==> config.mk <==
export PLATFORM = sky130hd
export DESIGN_NAME = field_splitter_top
export DESIGN_NICKNAME = d
export VERILOG_FILES = /design/src/design/fs_pkg.sv /design/src/design/field_splitter_top.sv /design/src/design/fs_front.sv /design/src/design/fs_back.sv
export SDC_FILE = /design/constraint.sdc
export NUM_CORES = 1
export LEC_CHECK = 0
export ABC_AREA = 1
export BUFFER_PORTS_ARGS = -buffer_cell sky130_fd_sc_hd__buf_2
export CELL_PAD_IN_SITES_DETAIL_PLACEMENT = 1
export CELL_PAD_IN_SITES_GLOBAL_PLACEMENT = 1
export CORE_MARGIN = 2
export CORE_UTILIZATION = 32
export DETAILED_ROUTE_END_ITERATION = 12
export GPL_ROUTABILITY_DRIVEN = 0
export PLACE_DENSITY = 0.64
export SETUP_SLACK_MARGIN = 0.1
export SYNTH_ARGS = -nofsm -noshare
export SYNTH_HDL_FRONTEND = slang
export SYNTH_SLANG_ARGS = --single-unit
==> constraint.sdc <==
create_clock -name i_clk -period 5.6 [get_ports i_clk]
set_input_delay 0.56 -clock i_clk [delete_from_list [all_inputs] [get_ports i_clk]]
set_output_delay 0.56 -clock i_clk [all_outputs]
set_load 0.01 [all_outputs]
==> src/design/fs_pkg.sv <==
package fs_pkg;

    localparam int unsigned MaxLen    = 65536;
    localparam int unsigned MaxFields = 256;
    localparam int unsigned PosW      = 17;
    localparam int unsigned SlotW     = 9;
    localparam int unsigned TotW      = 17;
    localparam int unsigned QDepth    = 4;
    localparam int unsigned QPtrW     = 2;

    localparam logic [2:0] CfgSepCount = 3'd0;
    localparam logic [2:0] CfgSepA     = 3'd1;
    localparam logic [2:0] CfgSepB     = 3'd2;
    localparam logic [2:0] CfgSepC     = 3'd3;
    localparam logic [2:0] CfgSepD     = 3'd4;
    localparam logic [2:0] CfgMaxFld   = 3'd5;

    localparam logic KindByte = 1'b0;
    localparam logic KindEnd  = 1'b1;

    // Classified item passed from the front end to the back end.
    typedef struct packed {
        logic       kind;
        logic       sep;
        logic [1:0] mode;   // 0 whitespace, 1 single, 2 set
    } t_cls;

    typedef struct packed {
        logic              result_kind;
        logic [7:0]        field_index;
        logic [15:0]       field_start;
        logic [15:0]       field_length;
        logic [TotW-1:0]   total_fields;
        logic              too_long;
        logic              last;
    } t_res;

    function automatic logic [15:0] sat16(input logic [PosW-1:0] v);
        sat16 = v[PosW-1] ? 16'hFFFF : v[15:0];
    endfunction

    function automatic logic [PosW-1:0] span(input logic [PosW-1:0] f,
                                             input logic [PosW-1:0] t);
        span = (t >= f) ? (t - f) : '0;
    endfunction

endpackage

==> src/design/field_splitter_top.sv <==
// Awk-style field splitter. Bytes of a string enter on the s_axis channel
// (tuser 0, tdata the byte); a transaction with tuser 1 closes the string.
// For each stored field one report leaves on m_axis (tuser 0) with slot,
// start and length; after the end transaction a count report (tuser 1,
// tlast 1) gives the total number of fields. Configuration is written
// through i_cfg_we / i_cfg_addr / i_cfg_data; the user must write it only
// while the block is idle, which the block itself does not enforce.
// Throughput is one byte per cycle unless the output buffer fills: the
// front end classifies a byte against the separators and pushes it into a
// four-entry queue; the back end updates the field state. An end
// transaction yields up to two results. Synchronous active-low reset clears
// the queues and the string state and loads default configuration. When the
// receiver stalls, results wait in a two-entry output buffer, then the queue
// fills and s_axis_tready drops; nothing is lost.
module field_splitter_top import fs_pkg::*; (
    input  logic        i_clk,
    input  logic        i_rst_n,
    input  logic        s_axis_tvalid,
    output logic        s_axis_tready,
    input  logic [7:0]  s_axis_tdata,   // char_byte
    input  logic        s_axis_tuser,   // kind
    output logic        m_axis_tvalid,
    input  logic        m_axis_tready,
    // field_index[7:0], field_start[23:8], field_length[39:24],
    // total_fields[56:40], too_long[57], zero fill to 64 bits
    output logic [63:0] m_axis_tdata,
    output logic        m_axis_tuser,   // result_kind
    output logic        m_axis_tlast,   // last
    input  logic        i_cfg_we,
    input  logic [2:0]  i_cfg_addr,
    input  logic [8:0]  i_cfg_data
);
    logic [2:0] r_sep_count;
    logic [7:0] r_sep_a, r_sep_b, r_sep_c, r_sep_d;
    logic [8:0] r_max_fields;
    logic       w_qv, w_qr;
    t_cls       w_cls;
    t_res       w_res;

    always_ff @(posedge i_clk) begin
        if (!i_rst_n) begin
            r_sep_count <= 3'd0; r_sep_a <= 8'd32; r_sep_b <= 8'd9;
            r_sep_c <= 8'd44; r_sep_d <= 8'd59; r_max_fields <= 9'd16;
        end else if (i_cfg_we) begin
            unique case (i_cfg_addr)
                CfgSepCount: r_sep_count  <= i_cfg_data[2:0];
                CfgSepA:     r_sep_a      <= i_cfg_data[7:0];
                CfgSepB:     r_sep_b      <= i_cfg_data[7:0];
                CfgSepC:     r_sep_c      <= i_cfg_data[7:0];
                CfgSepD:     r_sep_d      <= i_cfg_data[7:0];
                CfgMaxFld:   r_max_fields <= i_cfg_data;
                default: ;
            endcase
        end
    end

    fs_front u_front (
        .i_clk, .i_rst_n,
        .i_valid(s_axis_tvalid), .o_ready(s_axis_tready),
        .i_kind(s_axis_tuser), .i_char(s_axis_tdata),
        .i_sep_count(r_sep_count), .i_sep_a(r_sep_a), .i_sep_b(r_sep_b),
        .i_sep_c(r_sep_c), .i_sep_d(r_sep_d),
        .o_valid(w_qv), .i_ready(w_qr), .o_cls(w_cls)
    );

    fs_back u_back (
        .i_clk, .i_rst_n,
        .i_valid(w_qv), .o_ready(w_qr), .i_cls(w_cls),
        .i_max_fields(r_max_fields),
        .o_valid(m_axis_tvalid), .i_ready(m_axis_tready), .o_res(w_res)
    );

    assign m_axis_tdata = {6'd0, w_res.too_long, w_res.total_fields,
                           w_res.field_length, w_res.field_start, w_res.field_index};
    assign m_axis_tuser = w_res.result_kind;
    assign m_axis_tlast = w_res.last;
endmodule

==> src/design/fs_front.sv <==
module fs_front import fs_pkg::*; (
    input  logic        i_clk,
    input  logic        i_rst_n,
    input  logic        i_valid,
    output logic        o_ready,
    input  logic        i_kind,
    input  logic [7:0]  i_char,
    input  logic [2:0]  i_sep_count,
    input  logic [7:0]  i_sep_a,
    input  logic [7:0]  i_sep_b,
    input  logic [7:0]  i_sep_c,
    input  logic [7:0]  i_sep_d,
    output logic        o_valid,
    input  logic        i_ready,
    output t_cls        o_cls
);
    logic [QDepth-1:0][$bits(t_cls)-1:0] r_q;
    logic [QPtrW-1:0] r_wp, r_rp;
    logic [QPtrW:0]   r_cnt;
    t_cls             w_cls;
    logic             w_push, w_pop;
    logic [2:0]       w_m;

    always_comb begin
        w_m = (i_sep_count > 3'd4) ? 3'd4 : i_sep_count;
        w_cls.kind = i_kind;
        w_cls.mode = (w_m == 3'd0) ? 2'd0 : (w_m == 3'd1) ? 2'd1 : 2'd2;
        unique case (w_m)
            3'd0:    w_cls.sep = (i_char == 8'd32) || (i_char == 8'd9);
            3'd1:    w_cls.sep = (i_char == i_sep_a);
            3'd2:    w_cls.sep = (i_char == i_sep_a) || (i_char == i_sep_b);
            3'd3:    w_cls.sep = (i_char == i_sep_a) || (i_char == i_sep_b)
                              || (i_char == i_sep_c);
            default: w_cls.sep = (i_char == i_sep_a) || (i_char == i_sep_b)
                              || (i_char == i_sep_c) || (i_char == i_sep_d);
        endcase
    end

    assign o_ready = (r_cnt != QDepth[QPtrW:0]);
    assign o_valid = (r_cnt != '0);
    assign o_cls   = t_cls'(r_q[r_rp]);
    assign w_push  = i_valid && o_ready;
    assign w_pop   = o_valid && i_ready;

    always_ff @(posedge i_clk) begin
        if (w_push) r_q[r_wp] <= w_cls;
        if (!i_rst_n) begin
            r_wp <= '0; r_rp <= '0; r_cnt <= '0;
        end else begin
            if (w_push) r_wp <= r_wp + 1'b1;
            if (w_pop)  r_rp <= r_rp + 1'b1;
            r_cnt <= r_cnt + {{QPtrW{1'b0}}, w_push} - {{QPtrW{1'b0}}, w_pop};
        end
    end
endmodule

==> src/design/fs_back.sv <==
module fs_back import fs_pkg::*; (
    input  logic        i_clk,
    input  logic        i_rst_n,
    input  logic        i_valid,
    output logic        o_ready,
    input  t_cls        i_cls,
    input  logic [8:0]  i_max_fields,
    output logic        o_valid,
    input  logic        i_ready,
    output t_res        o_res
);
    // Field state of the string under way.
    logic [PosW-1:0]  r_pos, r_begin, r_lne;
    logic [SlotW-1:0] r_slot;
    logic [TotW-1:0]  r_total;
    logic r_run, r_full, r_taf, r_saw, r_ovf;

    // Two-entry output queue: an item gives at most two results.
    t_res       r_ob [2];
    logic       r_orp;
    logic [1:0] r_ocnt;

    logic [PosW-1:0]  n_pos, n_begin, n_lne;
    logic [SlotW-1:0] n_slot;
    logic [TotW-1:0]  n_total;
    logic n_run, n_full, n_taf, n_saw, n_ovf;
    logic [1:0] w_nres;
    t_res w_r0, w_r1;
    logic [SlotW-1:0] w_lim;
    logic [PosW-1:0]  w_p, w_stop;
    logic w_take, w_pop, w_open, w_open2, w_emit_a, w_emit_b;
    logic [PosW-1:0] w_ob, w_ob2;
    logic [7:0] w_idx;

    assign w_lim = (i_max_fields == '0) ? 9'd1 :
                   (i_max_fields > MaxFields[SlotW-1:0]) ? MaxFields[SlotW-1:0] : i_max_fields;

    // Accept only when the output queue holds room for two results.
    assign o_ready = (r_ocnt == 2'd0) || ((r_ocnt == 2'd1) && i_ready);
    assign w_take  = i_valid && o_ready;
    assign o_valid = (r_ocnt != 2'd0);
    assign o_res   = r_ob[r_orp];
    assign w_pop   = o_valid && i_ready;

    always_comb begin
        logic [SlotW-1:0] s1;
        logic f1;
        n_pos = r_pos; n_begin = r_begin; n_lne = r_lne; n_slot = r_slot;
        n_total = r_total; n_run = r_run; n_full = r_full; n_taf = r_taf;
        n_saw = r_saw; n_ovf = r_ovf;
        w_open = 1'b0; w_open2 = 1'b0; w_ob = '0; w_ob2 = '0;
        w_emit_a = 1'b0; w_emit_b = 1'b0; w_stop = '0; w_nres = 2'd0;
        w_p = r_pos;
        s1 = r_slot; f1 = r_full;
        w_r0 = '0; w_r1 = '0;
        if (i_cls.kind == KindByte) begin
            if (r_pos >= MaxLen[PosW-1:0]) begin
                n_ovf = 1'b1; w_p = MaxLen[PosW-1:0];
            end else begin
                n_pos = r_pos + 1'b1;
            end
            if (i_cls.mode == 2'd1) begin
                w_open = !r_saw; w_ob = w_p;
                w_emit_a = i_cls.sep;
                w_open2 = i_cls.sep; w_ob2 = n_pos;
            end else if (!r_saw) begin
                if (!(i_cls.sep && i_cls.mode == 2'd0)) begin
                    w_open = 1'b1; w_ob = w_p;
                    w_emit_a = i_cls.sep;
                    n_run = i_cls.sep;
                    if (!i_cls.sep) n_lne = n_pos;
                end
            end else if (i_cls.sep) begin
                w_emit_a = !r_run;
                n_run = 1'b1;
            end else begin
                w_open = r_run; w_ob = w_p;
                n_run = 1'b0;
                n_lne = n_pos;
            end
        end else begin
            w_emit_b = r_saw;
            w_open = r_saw && (i_cls.mode == 2'd2) && r_run; w_ob = r_pos;
        end
        // First field opening, then the emit on the opened state.
        if (w_open) begin
            if (n_total != '1) n_total = n_total + 1'b1;
            if (!r_full) begin
                s1 = r_slot + 1'b1; n_begin = w_ob;
                f1 = (s1 >= w_lim);
            end else n_taf = 1'b1;
            n_saw = 1'b1;
        end
        n_slot = s1; n_full = f1;
        w_idx = (s1 != '0) ? 8'(s1 - 1'b1) : 8'd0;
        w_r0.too_long = n_ovf;
        w_r1.too_long = n_ovf;
        if (i_cls.kind == KindByte) begin
            if (w_emit_a && !f1) begin
                w_r0.field_index  = w_idx;
                w_r0.field_start  = sat16(n_begin);
                w_r0.field_length = sat16(span(n_begin, w_p));
                w_nres = 2'd1;
            end
            if (w_open2) begin
                if (n_total != '1) n_total = n_total + 1'b1;
                if (!f1) begin
                    n_slot = s1 + 1'b1; n_begin = w_ob2;
                    n_full = (n_slot >= w_lim);
                end else n_taf = 1'b1;
            end
        end else begin
            w_r1.result_kind = 1'b1;
            w_r1.total_fields = n_total;
            w_r1.last = 1'b1;
            if (i_cls.mode == 2'd0) begin
                w_stop = (r_full && !r_taf) ? r_lne : r_pos;
                w_emit_b = r_saw && !(r_run && !r_full);
            end else w_stop = r_pos;
            w_r0.field_index  = w_idx;
            w_r0.field_start  = sat16(n_begin);
            w_r0.field_length = sat16(span(n_begin, w_stop));
            if (w_emit_b) w_nres = 2'd2;
            else begin w_r0 = w_r1; w_nres = 2'd1; end
            n_pos = '0; n_begin = '0; n_lne = '0; n_slot = '0; n_total = '0;
            n_run = 1'b0; n_full = 1'b0; n_taf = 1'b0; n_saw = 1'b0; n_ovf = 1'b0;
        end
    end

    always_ff @(posedge i_clk) begin
        if (w_take && w_nres != 2'd0) begin
            // Entries are placed after any result still waiting.
            if (r_ocnt == 2'd1 && !w_pop) begin
                r_ob[~r_orp] <= w_r0;
            end else if (r_ocnt == 2'd1) begin
                r_ob[~r_orp] <= w_r0;
                r_ob[r_orp]  <= w_r1;
            end else begin
                r_ob[r_orp]  <= w_r0;
                r_ob[~r_orp] <= w_r1;
            end
        end
        if (!i_rst_n) begin
            r_pos <= '0; r_begin <= '0; r_lne <= '0; r_slot <= '0; r_total <= '0;
            r_run <= 1'b0; r_full <= 1'b0; r_taf <= 1'b0; r_saw <= 1'b0;
            r_ovf <= 1'b0; r_orp <= 1'b0; r_ocnt <= 2'd0;
        end else begin
            if (w_take) begin
                r_pos <= n_pos; r_begin <= n_begin; r_lne <= n_lne;
                r_slot <= n_slot; r_total <= n_total; r_run <= n_run;
                r_full <= n_full; r_taf <= n_taf; r_saw <= n_saw; r_ovf <= n_ovf;
            end
            if (w_pop) r_orp <= ~r_orp;
            r_ocnt <= r_ocnt + (w_take ? w_nres : 2'd0) - {1'b0, w_pop};
        end
    end
endmodule
=== Word level (Yosys, flattened, before mapping) ===
Memories as Yosys holds them, arrays and structs flattened. A register that Yosys moved wholly into a read port is not among the register bits.
Cells that the tools add are included.

* Add/sub/neg operators: 14
* Multiply operators: 0
* Div/mod/pow operators: 0
* Order comparisons: 10
* Equality and inequality tests: 22
* Shifts and indexed selects: 0
* Mux-type cells: 111
* Bitwise gates (word level): 4
* Reductions and logical operators: 44

{| class="wikitable"
|+ Operator list
! kind !! number
|-
| 2-to-1 mux 17 bit || 31
|-
| 2-to-1 mux 60 bit || 4
|-
| 2-to-1 mux 40 bit || 2
|-
| 2-to-1 mux 9 bit || 7
|-
| adder 17 x 1 -> 17 bit (second input constant) || 3
|-
| 2-to-1 mux 1 bit || 50
|-
| 2-to-1 mux 16 bit || 3
|-
| >= comparator 17 bit || 2
|-
| inequality test 17 bit (second input constant) || 2
|-
| subtractor 17 bit || 2
|-
| equality test 8 bit || 4
|-
| 2-to-1 mux 19 bit || 1
|-
| adder 9 x 1 -> 9 bit (second input constant) || 2
|-
| >= comparator 9 bit || 2
|-
| >= comparator 17 bit (second input constant) || 1
|-
| bitwise mux 16 bit || 1
|-
| logical AND 1 bit || 14
|-
| AND reduction 2 bit || 7
|-
| equality test 3 x 2 -> 1 bit (second input constant) || 4
|-
| 2-to-1 mux 2 bit || 5
|-
| > comparator 9 bit (second input constant) || 1
|-
| zero test 9 bit || 1
|-
| nonzero test 9 bit || 1
|-
| binary-select mux 4 bit (select 2 bit) || 1
|-
| other kinds (32) || 54
|}

* Register bits: 152
* Bits in latches: 0
* RAM bits: 120
* Bits in read-only memories: 0
* Input bits: 26
* Output and inout port bits: 68
* Memories kept: 1

{| class="wikitable"
|+ Memories
! memory !! words !! width !! read ports !! clocked after Yosys merged registers in !! wr ports !! RTL line !! RTL
|-
| u_back.r_ob || 2 || 60 || 1 || 1 || 2 || fs_back.sv:19 || <nowiki>t_res r_ob [2];</nowiki>
|}

=== Longest topological paths before layout ===
* Word-level depth: 19
* Depth in mapped cells: 33
* Depth with buffers taken out: 31

=== Cells and area by module ===
From an unflattened synthesis, not the netlist that was laid out.

* Cells, all modules: 2708
* Area total of the unflattened synthesis: 18983.2 um2

{| class="wikitable"
|+ Modules (own cells, without submodules)
! module !! times used !! cells each !! area each (um2) !! seq. area each (um2)
|-
| fs_back || 1 || 2229 || 15571.2 || 5265.0
|-
| field_splitter_top || 1 || 259 || 1816.7 || 880.8
|-
| fs_front || 1 || 220 || 1595.3 || 620.6
|}

=== Least setup slack after synthesis ===
No wires, ideal clock.

* Path kind: reg2reg
* From: register u_back.r_slot[0]
* To: memory u_back.r_ob[1][24] (netlist name), data pin
* Data arrival time: 4.519 ns
* Required time: 5.347 ns
* Slack: 0.829 ns
* Stages on the path, launching flop included: 23
* Period minus slack after synthesis: 4.771 ns
* Path through: dfxtp_1 > ha_1 > nand2_1 > inv_1 > nand2_1 > nor2_1 > nand3_1 > nor2_1 > xor2_1 > ha_1 > a21oi_1 > o21a_1 > o2111ai_1 > a21oi_2 > nand2_2 > a21oi_4 > nor2_4 > inv_1 > nand2_2 > buf_4 > buf_2 > nand3_1 > nand2_1

{| class="wikitable"
|+ RTL lines
! element !! RTL line !! RTL
|-
| from (decl) || fs_back.sv:14 || <nowiki>logic [SlotW-1:0] r_slot;</nowiki>
|-
| from (signal assigned) || fs_back.sv:150 || <nowiki>r_slot <= n_slot; r_total <= n_total; r_run <= n_run;</nowiki>
|-
| to (decl) || fs_back.sv:19 ||
|}

==> metrics.txt <==
core area 54900 sq um; worst slew pin tran 0.895 ns; Critical Path RT 5.89 ns; worst hold slack 0.248 ns; Worst-path clk slew 0.06 ns; die width 239 um; Area Growth Syn to Fin 12.5%; Final min period 5.03 ns; H-tree depth 2; TritonCTS clock tree built; number of nets in the layout 2490; worst hold-check path type input port to flop; largest net degree at the start of global routing 67; Routed wire per std cell 18.0 um; Setup Skew 0.0178 ns; grt ovf 0; Synth cell types 61; CP Launch Type flop; Cell Area, Synth 17700 sq um; final number of setup-violating endpoints 0; dpl hpwl 41300 um; cell count after synthesis 2340; worst-path maximum fanout 17; hold_buf cts 0; synth warn 0; Synth Register Bits 271; final worst-path cycle share 89.8%; I/O Buffers 87; latest clock arrival within the worst-skew pair 0.55 ns; Std-Cell Rows 86; TritonRoute pass-1 iters 5; DRC violations left 0; status finished clean; leak pwr 8.30 nW; layout cells sized above 1 13.3%; gr usage total 19.7%; Worst slew margin 39.7%; final core occ 36.3%; vias in the first global route 16400; final hold violation count 0; drt total wl 56300 um; first-pass GRT wire length 90100 um; Worst EP arrival 5.32 ns; ANT nets after route 0; worst setup path class flop to flop; total negative setup slack 0 ns; syn avg cell area 7.57 sq um; Starting Density 32.3%; Max Clock Freq 199 MHz; Seq/Total Area, Yosys 38.2%; final instance count without filler cells 3123; Yosys top cell by area edfxtp_1; Top Ports 94; DR iter-0 viols 859; Max VDD drop 0.548 mV; pwr dens 705 nW/um^2; CTS buffer count 35; RSZ-0062 raised after global routing no; element type at the critical path end flop; max-slew violations 0; Vias 16000; number of antenna diodes 0; Yosys top cell area share 22.7%; die area 57300 sq um; Max Cap Viol 0; initial antenna violation count 0; buffer depth of the longest clock path 3; vias per cell 5.13; clock sink count 271; Die Y 239 um; Inst Count DP 3054; CTS Root Cell clkbuf_16; Synth area leaders edfxtp_1, dfxtp_1, nand2_1
-- final timing paths --
kind | from | cells after the start | end | slack, ns
max | u_front.r_rp[0] | 26 | u_back.r_ob[1][28] | 0.57
min | s_axis_tuser | 1 | u_front.r_q[11] | 0.25
max reg2reg | u_front.r_rp[0] | 26 | u_back.r_ob[1][28] | 0.57
min reg2reg | u_back.r_ovf | 2 | u_back.r_ovf | 0.45
-- critical path, stage by stage (launching register included) --
cell and delay (ns):
dfxtp_2 0.42, inv_2 0.12, nand2_1 0.09, nand3_1 0.08
nand2_1 0.15, nand2_2 0.12, nor2_2 0.14, nor2_2 0.07
nand2_4 0.19, nand2_4 0.08, nand2_4 0.08, clkinvlp_4 0.25
buf_4 0.23, o21ai_0 0.33, inv_1 0.12, ha_1 0.41
nand2_1 0.10, nand2_1 0.10, a31oi_1 0.20, nand2_1 0.09
a31oi_1 0.38, xor2_1 0.24, nor2_1 0.07, a31oi_1 0.40
nand2_1 0.14, nand3_1 0.11, nand2_1 0.06
-- layout make-up --
cell class,instances,area (sq um)
Sequential cell,271,6770
Clock inverter,20,181
Inverter,246,928
Timing Repair Buffer,123,731
Multi-Input combinational cell,1715,9510
Clock buffer,44,930
Fill cell,6692,34900
Tap cell,704,881
-- state kept, by name, indices dropped and copies added, names as in the netlist, 2 cells and up, named ones only --
register and flops:
r_sep_count 3, u_back.r_begin 17, r_sep_a 8, r_sep_c 8
r_sep_d 8, u_front.r_wp 2, u_front.r_q 16, u_back.r_lne 17
r_sep_b 8, r_max_fields 9, u_back.r_slot 9, u_back.r_total 17
u_back.r_pos 17, u_front.r_cnt 3, u_front.r_rp 2, u_back.r_ob 118
u_back.r_ocnt 2
-- metal layers --
metal,vias up,track usage (%),share of wire (%)
met5,-,0,0
met4,0,5.30,1.8
met3,67,2.81,3.8
met2,238,32.8,47
met1,7836,26.7,48
li1,7869,-,-
-- cell usage after synthesis (all sizes together) --
library cell / count
xor2: 87
o211ai: 15
dfxtp: 137
nand2: 511
nand4: 41
a21o: 6
o21bai: 4
a22oi: 2
a31oi: 10
o221ai: 1
mux2: 59
a21boi: 1
o21ai: 227
fa: 3
nor4: 12
edfxtp: 134
nor2: 259
o21a: 4
buf: 55
and2: 1
o2111ai: 1
and3: 1
clkbuf: 58
a21oi: 174
o31ai: 2
inv: 239
mux2i: 7
or2: 21
xnor2: 15
ha: 69
a31o: 1
clkinv: 7
a41o: 1
nand3b: 12
a211oi: 3
nor3: 27
nand3: 132
conb: 1
-- per-stage QoR --
step | worst slack, ns | total power [mW] | area [sq um]
floorplan | 0.829 | 9.25 | 17700
global placement | 0.628 | 11.6 | 18800
detailed placement | 0.324 | 11.8 | 18800
CTS | 0.272 | 14.1 | 19900
global route | 0.0868 | 15.3 | 19900
finish | 0.569 | 14.0 | 19900
-- cells by family (layout without fill, tap and decap cells) --
kind of cell | Yosys count | after routing | synth area share (%)
other | 1 | 6 | 0.0212
AOI/OAI and AO/OA | 452 | 452 | 13.9
and+or+nand+nor | 1017 | 1017 | 25.0
DFF | 271 | 271 | 38.2
buffers and inverters | 359 | 433 | 8.37
muxes | 66 | 66 | 4.14
adders and majority gates | 72 | 72 | 5.21
xor gates and xnor gates | 102 | 102 | 5.19
-- where the power goes --
part           total, mW  internal, mW  switching, mW
registers           3.45          3.13          0.317
clock network       2.23          1.32          0.907
logic               8.37          2.61           5.77
total               14.0          7.06           6.99
-- cells in the final DEF, fill, tap and decap left out, types with 5 or more instances in the layout --
cell type and n:
ha_1 69, nor2_4 5, or2_1 7, o21ai_0 195, o21ai_1 21, clkbuf_16 35, a21o_1 6, nand4_1 39
nand2_1 492, nand2_2 16, a31oi_1 10, nor4_1 12, nor3_1 24, nand3b_1 12, inv_1 221, inv_2 17
clkbuf_1 7, xor2_1 85, nor2_1 247, o21ai_2 8, buf_4 34, mux2i_1 7, clkinv_1 15, dfxtp_1 135
mux2_2 59, o211ai_1 15, nor2_2 6, xnor2_1 15, edfxtp_1 134, a21oi_1 171, or2_2 14, conb_1 6
buf_2 87, nand3_1 130
-- timing repair --
| action | 4_1_cts | 5_1_grt |
|---|---|---|
| endpoints found under the setup margin | 0 | 32 |
| buffers inserted | 0 | 5 |
| gates resized for setup | 0 | 9 |
No activity file was read; power rests on OpenSTA's default activity.
